[src/rtl/tsss_pkg.sv]
// Shared types, constants and lookup functions for the temperature display serializer.
package tsss_pkg;

  // Depth of the queue between the conversion front and the serializer back.
  localparam int unsigned QDEPTH = 2;
  localparam int unsigned QPTR_W = (QDEPTH > 1) ? $clog2(QDEPTH) : 1;
  localparam int unsigned QCNT_W = $clog2(QDEPTH + 1);

  localparam int unsigned FRAME_BITS = 16;
  localparam int unsigned BIT_W      = $clog2(FRAME_BITS);
  localparam int unsigned DIGIT_W    = 4;

  localparam int unsigned SAMPLE_W = 10;
  localparam int unsigned PROD_W   = 18;
  localparam int unsigned TEMP_W   = 8;

  localparam logic [7:0]  CEL_NUM    = 8'd110;
  localparam logic [7:0]  FAH_NUM    = 8'd198;
  localparam logic [7:0]  FAH_OFFSET = 8'd32;
  localparam logic [10:0] ADC_DEN    = 11'd1023;

  localparam int unsigned PADDR_W = 3;
  localparam int unsigned PDATA_W = 32;

  typedef enum logic {
    REG_UNIT_FAHRENHEIT = 1'b0,
    REG_NONE            = 1'b1
  } reg_idx_e;

  typedef struct packed {
    logic              nonempty;
    logic [QCNT_W-1:0] level;
  } q_status_t;

  function automatic logic [7:0] seg_code(input logic [DIGIT_W-1:0] digit);
    logic [7:0] code;
    unique case (digit)
      4'd0:    code = 8'h03;
      4'd1:    code = 8'h9F;
      4'd2:    code = 8'h25;
      4'd3:    code = 8'h0D;
      4'd4:    code = 8'h99;
      4'd5:    code = 8'h49;
      4'd6:    code = 8'h41;
      4'd7:    code = 8'h1F;
      4'd8:    code = 8'h01;
      4'd9:    code = 8'h09;
      default: code = 8'hFF;
    endcase
    return code;
  endfunction

  // Digit i drives select line 4+i of the external shift register.
  function automatic logic [7:0] sel_byte(input logic [1:0] pos);
    return 8'b0001_0000 << pos;
  endfunction

endpackage

[src/rtl/tsss_front.sv]
// Front end: accepts samples, converts them to a temperature and splits it into digits.
module tsss_front #(
  parameter int unsigned NUM_DIGITS = 4
) (
  input  logic                                     clk_i,
  input  logic                                     rst_ni,
  input  logic                                     start_i,
  input  logic [tsss_pkg::SAMPLE_W-1:0]            sample_i,
  input  logic                                     unit_i,
  input  tsss_pkg::q_status_t                      q_status_i,
  output logic                                     busy_o,
  output logic                                     push_o,
  output logic [NUM_DIGITS*tsss_pkg::DIGIT_W-1:0]  push_data_o
);

  localparam int unsigned OCC_W = tsss_pkg::QCNT_W + 1;

  logic                          v1_q, v1_d;
  logic                          v2_q, v2_d;
  logic [tsss_pkg::PROD_W-1:0]   prod_q, prod_d;
  logic                          unit1_q, unit1_d;
  logic [tsss_pkg::TEMP_W-1:0]   temp_q, temp_d;
  logic                          accept;
  logic [OCC_W-1:0]              occ;
  logic [7:0]                    quo0;
  logic [10:0]                   rem0;
  logic [7:0]                    quo;
  logic [1:0]                    hundreds;
  logic [6:0]                    rest;
  logic [14:0]                   tens_prod;
  logic [3:0]                    tens;
  logic [3:0]                    units;
  logic [4*tsss_pkg::DIGIT_W-1:0] all_digits;

  // Items in the pipeline count against queue space, so a push never overflows.
  assign occ    = OCC_W'(v1_q) + OCC_W'(v2_q) + OCC_W'(q_status_i.level);
  assign busy_o = (occ >= OCC_W'(tsss_pkg::QDEPTH));
  assign accept = start_i && !busy_o;

  always_comb begin
    unit1_d = unit_i;
    prod_d  = tsss_pkg::PROD_W'(sample_i) *
              tsss_pkg::PROD_W'(unit_i ? tsss_pkg::FAH_NUM : tsss_pkg::CEL_NUM);
    v1_d    = accept;
  end

  // x / 1023: with x = 1024*q0 + low, the remainder is low + q0, off by one step at most.
  always_comb begin
    quo0   = prod_q[tsss_pkg::PROD_W-1:10];
    rem0   = 11'(prod_q[9:0]) + 11'(quo0);
    quo    = (rem0 >= tsss_pkg::ADC_DEN) ? quo0 + 8'd1 : quo0;
    temp_d = unit1_q ? quo + tsss_pkg::FAH_OFFSET : quo;
    v2_d   = v1_q;
  end

  always_comb begin
    if (temp_q >= 8'd200) begin
      hundreds = 2'd2;
    end else if (temp_q >= 8'd100) begin
      hundreds = 2'd1;
    end else begin
      hundreds = 2'd0;
    end
    rest       = 7'(temp_q - 8'(hundreds) * 8'd100);
    // rest is below 100, where (rest*205)>>11 equals rest/10.
    tens_prod  = 15'(rest) * 15'd205;
    tens       = tens_prod[14:11];
    units      = 4'(rest - 7'(tens) * 7'd10);
    all_digits = {4'd0, 2'b00, hundreds, tens, units};
  end

  assign push_o      = v2_q;
  assign push_data_o = all_digits[NUM_DIGITS*tsss_pkg::DIGIT_W-1:0];

  always_ff @(posedge clk_i or negedge rst_ni) begin
    if (!rst_ni) begin
      v1_q <= 1'b0;
      v2_q <= 1'b0;
    end else begin
      v1_q <= v1_d;
      v2_q <= v2_d;
    end
  end

  always_ff @(posedge clk_i) begin
    if (accept) begin
      prod_q  <= prod_d;
      unit1_q <= unit1_d;
    end
    if (v1_q) begin
      temp_q <= temp_d;
    end
  end

endmodule

[src/rtl/tsss_queue.sv]
// Short queue of digit sets between the front end and the serializer.
module tsss_queue #(
  parameter int unsigned DW = 16
) (
  input  logic                clk_i,
  input  logic                rst_ni,
  input  logic                push_i,
  input  logic [DW-1:0]       push_data_i,
  input  logic                pop_i,
  output logic [DW-1:0]       head_o,
  output tsss_pkg::q_status_t status_o
);

  logic [DW-1:0]                   mem_q [tsss_pkg::QDEPTH];
  logic [tsss_pkg::QPTR_W-1:0]     wr_ptr_q, wr_ptr_d;
  logic [tsss_pkg::QPTR_W-1:0]     rd_ptr_q, rd_ptr_d;
  logic [tsss_pkg::QCNT_W-1:0]     cnt_q, cnt_d;

  function automatic logic [tsss_pkg::QPTR_W-1:0] ptr_inc(
    input logic [tsss_pkg::QPTR_W-1:0] p
  );
    logic [tsss_pkg::QPTR_W-1:0] n;
    if (p == tsss_pkg::QPTR_W'(tsss_pkg::QDEPTH - 1)) begin
      n = '0;
    end else begin
      n = p + 1'b1;
    end
    return n;
  endfunction

  always_comb begin
    wr_ptr_d = push_i ? ptr_inc(wr_ptr_q) : wr_ptr_q;
    rd_ptr_d = pop_i ? ptr_inc(rd_ptr_q) : rd_ptr_q;
    cnt_d    = cnt_q + tsss_pkg::QCNT_W'(push_i) - tsss_pkg::QCNT_W'(pop_i);
  end

  assign head_o            = mem_q[rd_ptr_q];
  assign status_o.nonempty = (cnt_q != '0);
  assign status_o.level    = cnt_q;

  always_ff @(posedge clk_i or negedge rst_ni) begin
    if (!rst_ni) begin
      wr_ptr_q <= '0;
      rd_ptr_q <= '0;
      cnt_q    <= '0;
    end else begin
      wr_ptr_q <= wr_ptr_d;
      rd_ptr_q <= rd_ptr_d;
      cnt_q    <= cnt_d;
    end
  end

  always_ff @(posedge clk_i) begin
    if (push_i) begin
      mem_q[wr_ptr_q] <= push_data_i;
    end
  end

endmodule

[src/rtl/tsss_back.sv]
// Back end: shifts out segment and select bytes for each digit, one bit per cycle.
module tsss_back #(
  parameter int unsigned NUM_DIGITS = 4
) (
  input  logic                                     clk_i,
  input  logic                                     rst_ni,
  input  tsss_pkg::q_status_t                      q_status_i,
  input  logic [NUM_DIGITS*tsss_pkg::DIGIT_W-1:0]  q_head_i,
  output logic                                     pop_o,
  output logic                                     valid_o,
  output logic                                     serial_bit_o,
  output logic                                     latch_pulse_o,
  output logic                                     last_o
);

  localparam int unsigned DW    = NUM_DIGITS * tsss_pkg::DIGIT_W;
  localparam int unsigned DIG_W = (NUM_DIGITS > 1) ? $clog2(NUM_DIGITS) : 1;

  logic                          active_q, active_d;
  logic [DIG_W-1:0]              digit_q, digit_d;
  logic [tsss_pkg::BIT_W-1:0]    bit_q, bit_d;
  logic [DW-1:0]                 digits_q, digits_d;
  logic [tsss_pkg::FRAME_BITS-1:0] frame_q, frame_d;
  logic                          frame_end;
  logic                          item_end;
  logic                          load_item;
  logic [DW-1:0]                 digits_next;
  logic [DIG_W-1:0]              digit_next;

  assign frame_end   = active_q && (bit_q == tsss_pkg::BIT_W'(tsss_pkg::FRAME_BITS - 1));
  assign item_end    = frame_end && (digit_q == DIG_W'(NUM_DIGITS - 1));
  // A waiting item starts on the cycle after the previous one's last bit.
  assign load_item   = q_status_i.nonempty && (!active_q || item_end);
  assign digits_next = digits_q >> tsss_pkg::DIGIT_W;
  assign digit_next  = digit_q + 1'b1;

  always_comb begin
    active_d = active_q;
    digit_d  = digit_q;
    bit_d    = bit_q;
    digits_d = digits_q;
    frame_d  = frame_q;
    priority if (load_item) begin
      active_d = 1'b1;
      digit_d  = '0;
      bit_d    = '0;
      digits_d = q_head_i;
      frame_d  = {tsss_pkg::sel_byte(2'd0), tsss_pkg::seg_code(q_head_i[3:0])};
    end else if (item_end) begin
      active_d = 1'b0;
    end else if (frame_end) begin
      digit_d  = digit_next;
      bit_d    = '0;
      digits_d = digits_next;
      frame_d  = {tsss_pkg::sel_byte(2'(digit_next)),
                  tsss_pkg::seg_code(digits_next[3:0])};
    end else if (active_q) begin
      bit_d   = bit_q + 1'b1;
      frame_d = frame_q >> 1;
    end else begin
      active_d = 1'b0;
    end
  end

  assign pop_o         = load_item;
  assign valid_o       = active_q;
  assign serial_bit_o  = frame_q[0];
  assign latch_pulse_o = frame_end;
  assign last_o        = item_end;

  always_ff @(posedge clk_i or negedge rst_ni) begin
    if (!rst_ni) begin
      active_q <= 1'b0;
      digit_q  <= '0;
      bit_q    <= '0;
    end else begin
      active_q <= active_d;
      digit_q  <= digit_d;
      bit_q    <= bit_d;
    end
  end

  always_ff @(posedge clk_i) begin
    digits_q <= digits_d;
    frame_q  <= frame_d;
  end

endmodule

[src/rtl/temperature_seven_segment_serializer_top.sv]
// Top level of the temperature seven-segment serializer.
//
//   Channel   Signals                               Handshake
//   sample    start, busy, adc_sample_i             taken when start && !busy
//   result    out_valid_o, serial_bit_o,            one bit per strobed cycle
//             latch_pulse_o, last_o
//   config    psel, penable, pwrite, paddr, pwdata,  APB, pready always high
//             prdata, pready
//
// Each sample yields 16*NUM_DIGITS result bits, one per cycle, so the serializer
// sets the rate, with the next sample starting right after the previous last bit.
// The first bit leaves once the request has passed two conversion stages, the
// queue and the frame load.
// Reset clears the pipeline, the queue and the unit register (Celsius).
// The receiver cannot stall; busy rises only when the two-entry queue is spoken for.
module temperature_seven_segment_serializer_top #(
  parameter int unsigned NUM_DIGITS = 4
) (
  input  logic                           clk_i,
  input  logic                           rst_ni,
  input  logic                           start,
  output logic                           busy,
  input  logic [tsss_pkg::SAMPLE_W-1:0]  adc_sample_i,
  output logic                           out_valid_o,
  output logic                           serial_bit_o,
  output logic                           latch_pulse_o,
  output logic                           last_o,
  input  logic                           psel,
  input  logic                           penable,
  input  logic                           pwrite,
  input  logic [tsss_pkg::PADDR_W-1:0]   paddr,
  input  logic [tsss_pkg::PDATA_W-1:0]   pwdata,
  output logic [tsss_pkg::PDATA_W-1:0]   prdata,
  output logic                           pready
);

  localparam int unsigned DW = NUM_DIGITS * tsss_pkg::DIGIT_W;

  logic                 unit_q, unit_d;
  tsss_pkg::reg_idx_e   reg_idx;
  logic                 cfg_wr;
  logic                 push;
  logic [DW-1:0]        push_data;
  logic                 pop;
  logic [DW-1:0]        q_head;
  tsss_pkg::q_status_t  q_status;

  assign pready  = 1'b1;
  assign reg_idx = tsss_pkg::reg_idx_e'(paddr[2]);
  assign cfg_wr  = psel && penable && pwrite && pready;

  always_comb begin
    unit_d = unit_q;
    if (cfg_wr && (reg_idx == tsss_pkg::REG_UNIT_FAHRENHEIT)) begin
      unit_d = pwdata[0];
    end
  end

  always_comb begin
    unique case (reg_idx)
      tsss_pkg::REG_UNIT_FAHRENHEIT: prdata = tsss_pkg::PDATA_W'(unit_q);
      default:                       prdata = '0;
    endcase
  end

  always_ff @(posedge clk_i or negedge rst_ni) begin
    if (!rst_ni) begin
      unit_q <= 1'b0;
    end else begin
      unit_q <= unit_d;
    end
  end

  tsss_front #(
    .NUM_DIGITS(NUM_DIGITS)
  ) u_front (
    .clk_i       (clk_i),
    .rst_ni      (rst_ni),
    .start_i     (start),
    .sample_i    (adc_sample_i),
    .unit_i      (unit_q),
    .q_status_i  (q_status),
    .busy_o      (busy),
    .push_o      (push),
    .push_data_o (push_data)
  );

  tsss_queue #(
    .DW(DW)
  ) u_queue (
    .clk_i       (clk_i),
    .rst_ni      (rst_ni),
    .push_i      (push),
    .push_data_i (push_data),
    .pop_i       (pop),
    .head_o      (q_head),
    .status_o    (q_status)
  );

  tsss_back #(
    .NUM_DIGITS(NUM_DIGITS)
  ) u_back (
    .clk_i         (clk_i),
    .rst_ni        (rst_ni),
    .q_status_i    (q_status),
    .q_head_i      (q_head),
    .pop_o         (pop),
    .valid_o       (out_valid_o),
    .serial_bit_o  (serial_bit_o),
    .latch_pulse_o (latch_pulse_o),
    .last_o        (last_o)
  );

endmodule

[config.mk]
export PLATFORM = sky130hd
export DESIGN_NAME = temperature_seven_segment_serializer_top
export DESIGN_NICKNAME = d
export VERILOG_FILES = /design/src/rtl/tsss_pkg.sv /design/src/rtl/tsss_front.sv /design/src/rtl/tsss_queue.sv /design/src/rtl/tsss_back.sv /design/src/rtl/temperature_seven_segment_serializer_top.sv
export SDC_FILE = /design/constraint.sdc
export NUM_CORES = 1
export LEC_CHECK = 0
export ABC_AREA = 1
export BUFFER_PORTS_ARGS = -buffer_cell sky130_fd_sc_hd__buf_2
export CAP_MARGIN = 20
export CORE_MARGIN = 4
export CORE_UTILIZATION = 50
export DETAILED_ROUTE_END_ITERATION = 16
export PLACE_DENSITY = 0.67
export SYNTH_ARGS = -nofsm -noshare
export SYNTH_HDL_FRONTEND = slang
export SYNTH_HIERARCHICAL = 1
export SYNTH_SLANG_ARGS = --single-unit
[constraint.sdc]
create_clock -name clk_i -period 6.95 [get_ports clk_i]
set_clock_uncertainty 0.15 [all_clocks]
set_input_delay 1.39 -clock clk_i [delete_from_list [all_inputs] [get_ports clk_i]]
set_output_delay 1.39 -clock clk_i [all_outputs]
set_load 0.02 [all_outputs]
After elaboration in Yosys (flattened, before gate mapping). Memories as Yosys holds them, arrays and structs flattened. A register that Yosys moved wholly into a read port is not among the register bits. Cells that the tools add are included. W data, S select, Z words.

Bits in writable memories: 20. Latch bits: 0. Memories: 3. Memory bits (read-only): 224. Register bits: 73. Input bits: 51.

Memories: (name not given) (depth 16, bits a word 7, read ports 1, clocked after Yosys merged registers in 0, write ports 0, RTL line tsss_pkg.sv:37) `unique case (digit)`; (name not given) (depth 16, bits a word 7, read ports 1, clocked after Yosys merged registers in 1, write ports 0, RTL line tsss_pkg.sv:37); u_queue.mem_q (depth 2, bits a word 10, read ports 1, clocked after Yosys merged registers in 0, write ports 1, RTL line tsss_queue.sv:14) `logic [DW-1:0] mem_q [tsss_pkg::QDEPTH];`.

Equal/unequal tests: 4. Divide/modulo/power cells: 0. Reductions and logical operators: 17. Shifts and indexed selects: 1. Multipliers: 4. Bitwise gates (word level): 2. Order comparisons: 4. Add/sub/neg operators: 13. Multiplexer cells: 29.

Operators by type and width (number): $mux W16 (5); $mux W8 (5); $mux W4 (5); $mul A10 B18 Y18 (1); $mul A7 B8 Y15 const B (1); $add A10 B8 Y11 (1); $ge A11 B10 Y1 const B (1); $mux W1 (10); $add A8 B1 Y8 const B (1); $add A8 B6 Y8 const B (1); $ge A8 B7 Y1 const B (1); $ge A8 B8 Y1 const B (1); $mux W2 (4); $shl A5 B2 Y8 const A (1); $logic_and A1 B1 Y1 (7); $sub A7 B7 Y7 (1); $reduce_and A2 Y1 (3); $reduce_bool A2 Y1 (3); $mul A2 B5 Y5 const B (1); $add A4 B1 Y4 const B (1); $eq A4 B4 Y1 const B (1); $mul A4 B3 Y3 const B (1); $sub A4 B4 Y4 (1); $add A3 B2 Y3 (1); other kinds (13) (16).

Longest topological paths before layout. Gate-level depths: netlist of the first run.

Depth after elaboration: 8. Gate-level depth with buffers: 31. Depth with buffers taken out: 31.

Hierarchy. The synthesis of the first run kept the hierarchy.

Modules (own cells, without submodules): tsss_front (area an instance 4667.0 um^2, times used 1, cells an instance 547, seq. area each 830.8 um^2); tsss_back (area an instance 2403.6 um^2, times used 1, cells an instance 267, seq. area each 1076.0 um^2); tsss_queue (area an instance 1480.2 um^2, times used 1, cells an instance 108, seq. area each 1061.0 um^2); temperature_seven_segment_serializer_top (area an instance 314.1 um^2, times used 1, cells an instance 45, seq. area each 25.0 um^2).

Worst setup path before layout of the first run. No wires, ideal clock.

Kind: flip-flop to flip-flop. Start point: register u_front/temp_q[3] in the netlist's numbering. End point: memory u_queue/mem_q[0][3] in the netlist's numbering, data pin. Period minus slack after synthesis: 5.709 ns. Arrival: 5.297 ns. Setup slack: 1.241 ns. Library setup time: 0.261 ns. Cell stages (with the launch flop): 31. Path through: edfxtp_1 inv_1 nand3_1 a31oi_1 nor2_1 ha_1 fa_1 nand2_1 a21oi_1 xor2_1 inv_1 ha_1 ha_1 fa_1 inv_1 fa_1 inv_1 ha_1 nand2_1 a21oi_1 o21ai_0 nand3b_1 nand2_1 inv_1 ha_1 fa_1 xor2_1 inv_1 nand2_1 nand2_1 xor2_1.

Word-level cells in the longest chain between the ends: 8. Elaborated cells on any way between the ends: 9. Those cells by class: add/sub (2); mul (3); order compare (2); mux (2).

RTL lines: start: declaration (RTL line tsss_front.sv:22) `logic [tsss_pkg::TEMP_W-1:0] temp_q, temp_d;`; start signal: assignment (RTL line tsss_front.sv:91) `temp_q <= temp_d;`; $ge A8 B7 Y1 (RTL line tsss_front.sv:59) `end else if (temp_q >= 8'd100) begin`; $mux W1 (RTL line tsss_front.sv:59); $mux W2 (*) (RTL line tsss_front.sv:57) `if (temp_q >= 8'd200) begin`; named net push_data[8] (RTL line temperature_seven_segment_serializer_top.sv:43) `logic [DW-1:0] push_data;`; $mul A2 B5 Y5 (*) (RTL line tsss_front.sv:64) `rest = 7'(temp_q - 8'(hundreds) * 8'd100);`; $sub A7 B7 Y7 (*) (RTL line tsss_front.sv:64); $mul A7 B8 Y15 (*) (RTL line tsss_front.sv:66) `tens_prod = 15'(rest) * 15'd205;`; named net push_data[4] (RTL line temperature_seven_segment_serializer_top.sv:43); $mul A4 B3 Y3 (*) (RTL line tsss_front.sv:68) `units = 4'(rest - 7'(tens) * 7'd10);`; $sub A4 B4 Y4 (*) (RTL line tsss_front.sv:68); named net push_data[3] (RTL line temperature_seven_segment_serializer_top.sv:43); end: declaration (RTL line tsss_queue.sv:14).

The timed path passes the listed nets; every way through them passes the cells marked *.

Worst setup path after layout of the first run.
Start point: register u_front/temp_q[4] in the netlist's numbering. End point: memory u_queue/mem_q[1][3] in the netlist's numbering, data pin.

Elaborated cells on any way between the ends: 9. Those cells by class: add/sub (2); mul (3); order compare (2); mux (2).

RTL lines (RTL line): $ge A8 B8 Y1 (tsss_front.sv:57); $mux W2 (tsss_front.sv:57); named net push_data[9] (temperature_seven_segment_serializer_top.sv:43); $mul A2 B5 Y5 (tsss_front.sv:64); $sub A7 B7 Y7 (tsss_front.sv:64); $mul A7 B8 Y15 (tsss_front.sv:66); named net push_data[4] (temperature_seven_segment_serializer_top.sv:43); $mul A4 B3 Y3 (tsss_front.sv:68); $sub A4 B4 Y4 (tsss_front.sv:68); named net push_data[3] (temperature_seven_segment_serializer_top.sv:43).

The timed path passes the listed nets, and every way through them passes these cells.

==> impl_results.md, run 1 <==
* Status: complete, no violations
* Largest net degree at the start of global routing at 40
* Complex-gate fraction of the synthesized area at 6.72%
* Gate Count Post-Synth at 967
* TritonCTS Buffers at 9
* Fin crit share at 89.5%
* Hold_buf cts at 0
* Wirelength per Cell at 12.2 um
* Minimum clock period at 6220 ps
* Finished Cell Area at 9230 um^2
* HP Class: flip-flop to flip-flop
* Post-DR vias/cell at 4.84
* Async SR Flop Fraction at 13.1%
* CP startpoint: u_front/temp_q[4]
* Post-route DRC at 0
* Sequential share of the synthesized area at 33.8%
* RSZ-0062 raised after global routing: no
* Commonest non-fill, non-tap cells in the layout: nand2_1 (186), inv_1 (175), ha_1 (115), edfxtp_1 (78), nor2_1 (54)
* Proportion of layout cells with a drive suffix above 1 at 9.40%
* Die width at 141 um
* Avg Inst Size Synth at 9.17 um^2
* Core Region at 17400 um^2
* Worst-path clk slew at 80 ps
* Starting Density at 51.1%
* Via count at 5880
* First-pass GRT wire length at 25800 um
* YS warnings at 6
* Final WL at 14900 um
* Post-DP Area at 8960 um^2
* Worst reg-to-reg path cell count at 26
* Max-Slew Margin vs Limit at 45.9%
* Simple-gate share of the synthesized area at 17.9%
* Die area at 19900 um^2
* CTS Sinks at 107
* Antenna cell count at 0
* Data arrival, critical path at 6170 ps
* Setup TNS at 0 ps
* Worst R2R End: u_queue/mem_q[1][3]
* Top_reg_cell synth: edfxtp_1
* MaxCap Viol Count at 0
* Drt first pass iters at 6
* Worst-margin pin slew at 810 ps
* Max clock buf depth at 2
* Clock Tree Root: clkbuf_16
* R2R Path Start: u_front/temp_q[4]
* Resize count post-CTS at 0
* Post-synth top area cell: edfxtp_1
* Global-route usage over all layers at 15.6%
* Mapped Area at 8860 um^2
* R2R Setup Slk at 730 ps
* Largest family of logic cells by synthesized area: adder cells
* Gp weighted congestion at 0.859
* Number of DRC markers in iteration 0 at 252
* CTS tree: done
* Multiplexer share of the synthesized area at 0.113%
* Area growth, synth to finish at 4.16%
* Critical path endpoint category: flip-flop
* Worst-Skew Late Latency at 350 ps
* CP Class: flip-flop to flip-flop
* Slew Limit Fails at 0
* Achievable Freq at 161 MHz
* FF+latch count, synth at 107
* WP data required at 6900 ps
* Buffers inserted by post-CTS timing repair at 0
* Hold violation total from the final report at 0
* I/O Buffers at 23
* Post-synth top area share at 26.4%
* Xor and xnor area share after synthesis at 3.05%
* Synth Area in Adders at 25.5%
* Startpoint Class: flip-flop
* Fin nets at 1191
* I/O Pins at 89
* Post-route antenna net violation count at 0
* Largest cells by area after synthesis: edfxtp_1 (26%), ha_1 (16%), fa_1 (9.3%)
* Worst-path maximum fanout at 5
* Commonest non-fill, non-tap cell in the layout: nand2_1
* Dpl hpwl at 11900 um
* Final count of negative-setup-slack endpoints at 0
* EDFF count, synth at 78
* Remaining global-route overflow at 0
* Synth cell types at 54
* Critical Path Sink: u_queue/mem_q[1][3]
* Row Count at 48
* Initial antenna violation count at 0
* H-tree depth at 3
* Vias in the first global route at 5757
* Die Height at 141 um
-- metal layers --
metal	GRT usage [%]	wire length [um]	vias up
li1	-	-	3080
met1	19.7	6800	2721
met2	27.8	7510	65
met3	2.31	355	14
met4	4.33	210	0
met5	0	0	-
-- flip-flops by register name, summed over array words and instances, names as in the netlist, named ones only --
name and cells:
u_queue/wr_ptr_q 1, u_queue/cnt_q 2, u_back/frame_q 16, u_queue/mem_q 32
unit_q 1, u_front/v1_q 1, u_front/temp_q 8, u_front/push_o 1
u_queue/rd_ptr_q 1, u_front/prod_q 17, u_front/unit1_q 1, u_back/bit_q 4
u_back/digit_q 2, u_back/digits_q 12, u_back/valid_o 1
-- cell usage after synthesis, types with 2 or more instances --
library cell,instances
ha_1,115
nand3_2,3
a21oi_1,25
a21o_1,3
nand2_2,10
nand3_1,47
inv_2,2
nand3_4,2
dfxtp_1,15
o21ai_1,3
dfrtp_1,14
edfxtp_1,78
o21ai_2,14
buf_4,40
nand2_1,186
o211ai_1,4
o22ai_1,4
nand3b_1,5
nor2_2,3
o21ai_0,23
inv_1,175
fa_1,41
nand4_1,12
nor4_1,2
a31oi_1,9
conb_1,3
inv_4,2
nor2_1,54
xnor2_1,7
xor2_1,22
clkbuf_1,2
buf_2,4
nor3_1,3
nand2_4,9
buf_6,5
buf_12,3
-- kinds of logic after synthesis --
group	after synthesis
AOI/OAI and AO/OA	94
adders and majority gates	156
DFF	107
other	3
and+or+nand+nor	342
muxes	1
xor gates and xnor gates	30
buffers and inverters	234
-- layout make-up --
class	count	area, um^2
Fill cell	1624	8120
Multi-Input combinational cell	661	4870
Sequential cell	107	2990
Inverter	179	677
Tap cell	225	282
Clock buffer	10	229
Timing Repair Buffer	26	138
Clock inverter	6	48.8
-- stage by stage --
step | cells | utilization [%] | worst slack (ps) | hold WS, ps
after floorplan | 1002 | - | 1240 | 293
after global placement | 1198 | 51.6 | 856 | 313
after detailed placement | 1198 | 51.6 | 754 | 319
after CTS | 1214 | 53.2 | 747 | 338
after global routing | 1214 | 53.2 | 262 | 371
final | 1214 | 53.2 | 730 | 339
-- critical path: stages, from the launching register on --
cell,delay (ps)
edfxtp_1,410
nor3_1,70
nor2_1,330
nor2_1,160
ha_1,260
fa_1,400
xor2_1,390
ha_1,320
ha_1,300
fa_1,500
inv_1,50
fa_1,500
inv_1,40
ha_1,300
nand2_1,90
a21oi_1,40
o21ai_0,240
nand3b_1,120
nand2_1,120
inv_1,90
ha_1,190
fa_1,380
xor2_1,180
inv_1,60
nand2_1,60
nand2_1,60
xor2_1,150
-- how the worst min path moves through the flow --
stage	from	endpoint	slack, ps	cells past startpoint
after CTS	u_back/frame_q[15]	u_back/frame_q[15]	340	1
final	u_back/frame_q[15]	u_back/frame_q[15]	340	1
after floorplan	u_back/frame_q[15]	u_back/frame_q[15]	290	1
after global placement	u_back/frame_q[15]	u_back/frame_q[15]	310	1
after global routing	u_back/frame_q[1]	u_back/frame_q[0]	370	2
after detailed placement	u_back/frame_q[15]	u_back/frame_q[15]	320	1
Power of run 1 is left out: the tool's default activity adds up to more than one toggle a clock period on the data nets, which glitch-free logic cannot reach.
==> run 2: changes to the inputs <==
Settings changed: ABC_AREA 1 to unset, PLACE_DENSITY 0.67 to 0.68.
==> impl_results.md, run 2 <==
* MaxCap Viol Count at 0
* Resize count post-CTS at 0
* Antenna cell count at 0
* Starting Density at 51.7%
* Gp weighted congestion at 0.857
* Proportion of layout cells with a drive suffix above 1 at 10.4%
* Mapped Area at 8290 um^2
* Fin crit share at 94.3%
* WP data required at 6890 ps
* Setup TNS at 0 ps
* Gate Count Post-Synth at 734
* Global-route usage over all layers at 15.5%
* Worst-margin pin slew at 870 ps
* Most used cell along the critical path: ha_1
* CP Class: flip-flop to flip-flop
* YS warnings at 6
* Max-Slew Margin vs Limit at 42.0%
* HP Class: flip-flop to flip-flop
* Row Count at 46
* Hold_buf cts at 0
* Final WL at 13900 um
* Wirelength per Cell at 14.3 um
* Via count at 5092
* WL met2 at 7440 um
* CTS Sinks at 107
* Max clock buf depth at 2
* Achievable Freq at 153 MHz
* Minimum clock period at 6550 ps
* Core Region at 16100 um^2
* Number of DRC markers in iteration 0 at 249
* Data arrival, critical path at 6490 ps
* Post-DP Area at 8450 um^2
* Max reg flops at 32
* Top reg by flops: u_queue/mem_q
* Critical path endpoint category: flip-flop
* Slowest CP cell: fa_1
* Initial antenna violation count at 0
* Fin nets at 959
* Async SR Flop Fraction at 13.1%
* Die area at 18700 um^2
* Commonest non-fill, non-tap cells in the layout: ha_1 (115), inv_1 (81), edfxtp_1 (78), nand2_1 (46), fa_1 (41)
* Commonest non-fill, non-tap cell in the layout: ha_1
* Avg Inst Size Synth at 11.3 um^2
* Die Height at 137 um
* Post-synth top area cell: edfxtp_1
* Remaining global-route overflow at 0
* Hold violation total from the final report at 0
* Largest net degree at the start of global routing at 25
* Post-route DRC at 0
* Buf+Inv Stages, Crit Path at 3
* I/O Buffers at 23
* Largest cells by area after synthesis: edfxtp_1 (28%), ha_1 (17%), fa_1 (9.9%)
* Worst-path clk slew at 70 ps
* Top Registers: u_queue/mem_q: 32 flops, u_front/prod_q: 17 flops, u_back/frame_q: 16 flops
* Startpoint Class: flip-flop
* Clock Tree Root: clkbuf_16
* Crit path cell chain: or3_1 > a32oi_1 > inv_1 > ha_1 > fa_1 > nand2b_1 > a21oi_1 > xor2_1 > ha_1 > ha_1 > fa_1 > inv_1 > fa_1 > inv_1 > ha_1 > o2111a_1 > o21ai_0 > a21oi_1 > xor2_1 > ha_1 > fa_1 > xnor2_1 > xnor2_1 > xnor2_1
* I/O Pins at 89
* Top_reg_cell synth: edfxtp_1
* Met1 wire length at 5730 um
* FF+latch count, synth at 107
* First-pass GRT wire length at 23400 um
* Post-synth top area share at 28.2%
* Cell with the most instances after synthesis: ha_1
* Max stage delay on crit path at 530 ps
* Vias in the first global route at 5273
* Cell family with most CP delay: adder cells
* CTS tree: done
* H-tree depth at 3
* EDFF count, synth at 78
* Post-DR vias/cell at 5.23
* Worst-path maximum fanout at 4
* Uppermost layer routed: met4
* Final count of negative-setup-slack endpoints at 0
* Area growth, synth to finish at 5.46%
* Met3 routed wirelength at 404 um
* Die width at 137 um
* Buffers inserted by post-CTS timing repair at 0
* Post-route antenna net violation count at 0
* RSZ-0062 raised after global routing: no
* TritonCTS Buffers at 9
* Worst-Skew Late Latency at 340 ps
* Status: complete, no violations
* Finished Cell Area at 8750 um^2
* Dpl hpwl at 11200 um
* Slew Limit Fails at 0
* Synth cell types at 75
* Drt first pass iters at 4
* Top post-synthesis cells by count: ha_1 (115), inv_1 (81), edfxtp_1 (78)
* Sequential share of the synthesized area at 36.1%
[run 2: layout make-up]
type                            count  area, um^2
Fill cell                        1386        7310
Sequential cell                   107        2990
Clock inverter                      7        76.3
Timing Repair Buffer               25         130
Multi-Input combinational cell    526        4740
Clock buffer                        9         225
Inverter                           83         312
Tap cell                          216         270
[run 2: worst paths after layout]
check                                   startpoint                   to  slack, ps  depth (start not counted)
min in group asynchronous                   rst_ni    u_back/digit_q[1]        790                          1
worst min register to register  u_back/frame_q[13]   u_back/frame_q[12]        290                          2
max in group asynchronous                   rst_ni     u_queue/rd_ptr_q       5600                          1
worst min-delay path            u_back/frame_q[13]   u_back/frame_q[12]        290                          2
worst max register to register   u_front/temp_q[3]  u_queue/mem_q[1][3]        400                         24
worst max-delay path             u_front/temp_q[3]  u_queue/mem_q[1][3]        400                         24
[run 2: cell families (layout without fill, tap and decap cells)]
group           after synthesis  after routing  synth area share (%)
fa+ha+maj                   156            156                  27.2
flops                       107            107                  36.1
compound gates              107            107                  9.01
simple gates                154            154                  10.2
buf+inv                     136            124                  8.34
xor+xnor                     40             40                  4.57
mux                          31             31                  4.42
other cells                   3             38                 0.136
[run 2: stage by stage]
step / util, % / hold slack (ps) / worst slack, ps / instances
after floorplan: - / 265 / 979 / 769
after global placement: 52.6 / 279 / 531 / 957
after detailed placement: 52.6 / 287 / 404 / 957
after CTS: 54.5 / 297 / 375 / 973
after global routing: 54.5 / 357 / 11.7 / 973
final: 54.5 / 293 / 399 / 973
[run 2: metal layers]
| layer | vias to the layer above | GRT usage (%) |
|---|---|---|
| li1 | 2520 | - |
| met5 | - | 0 |
| met3 | 24 | 3.09 |
| met1 | 2476 | 17.6 |
| met4 | 0 | 4.88 |
| met2 | 72 | 29.0 |
[run 2: worst min-delay path: stages (launching register included)]
cell and delay (ps):
dfxtp_1 310, nand2_1 50, nand2_1 40
Power of run 2 is left out for the same reason.
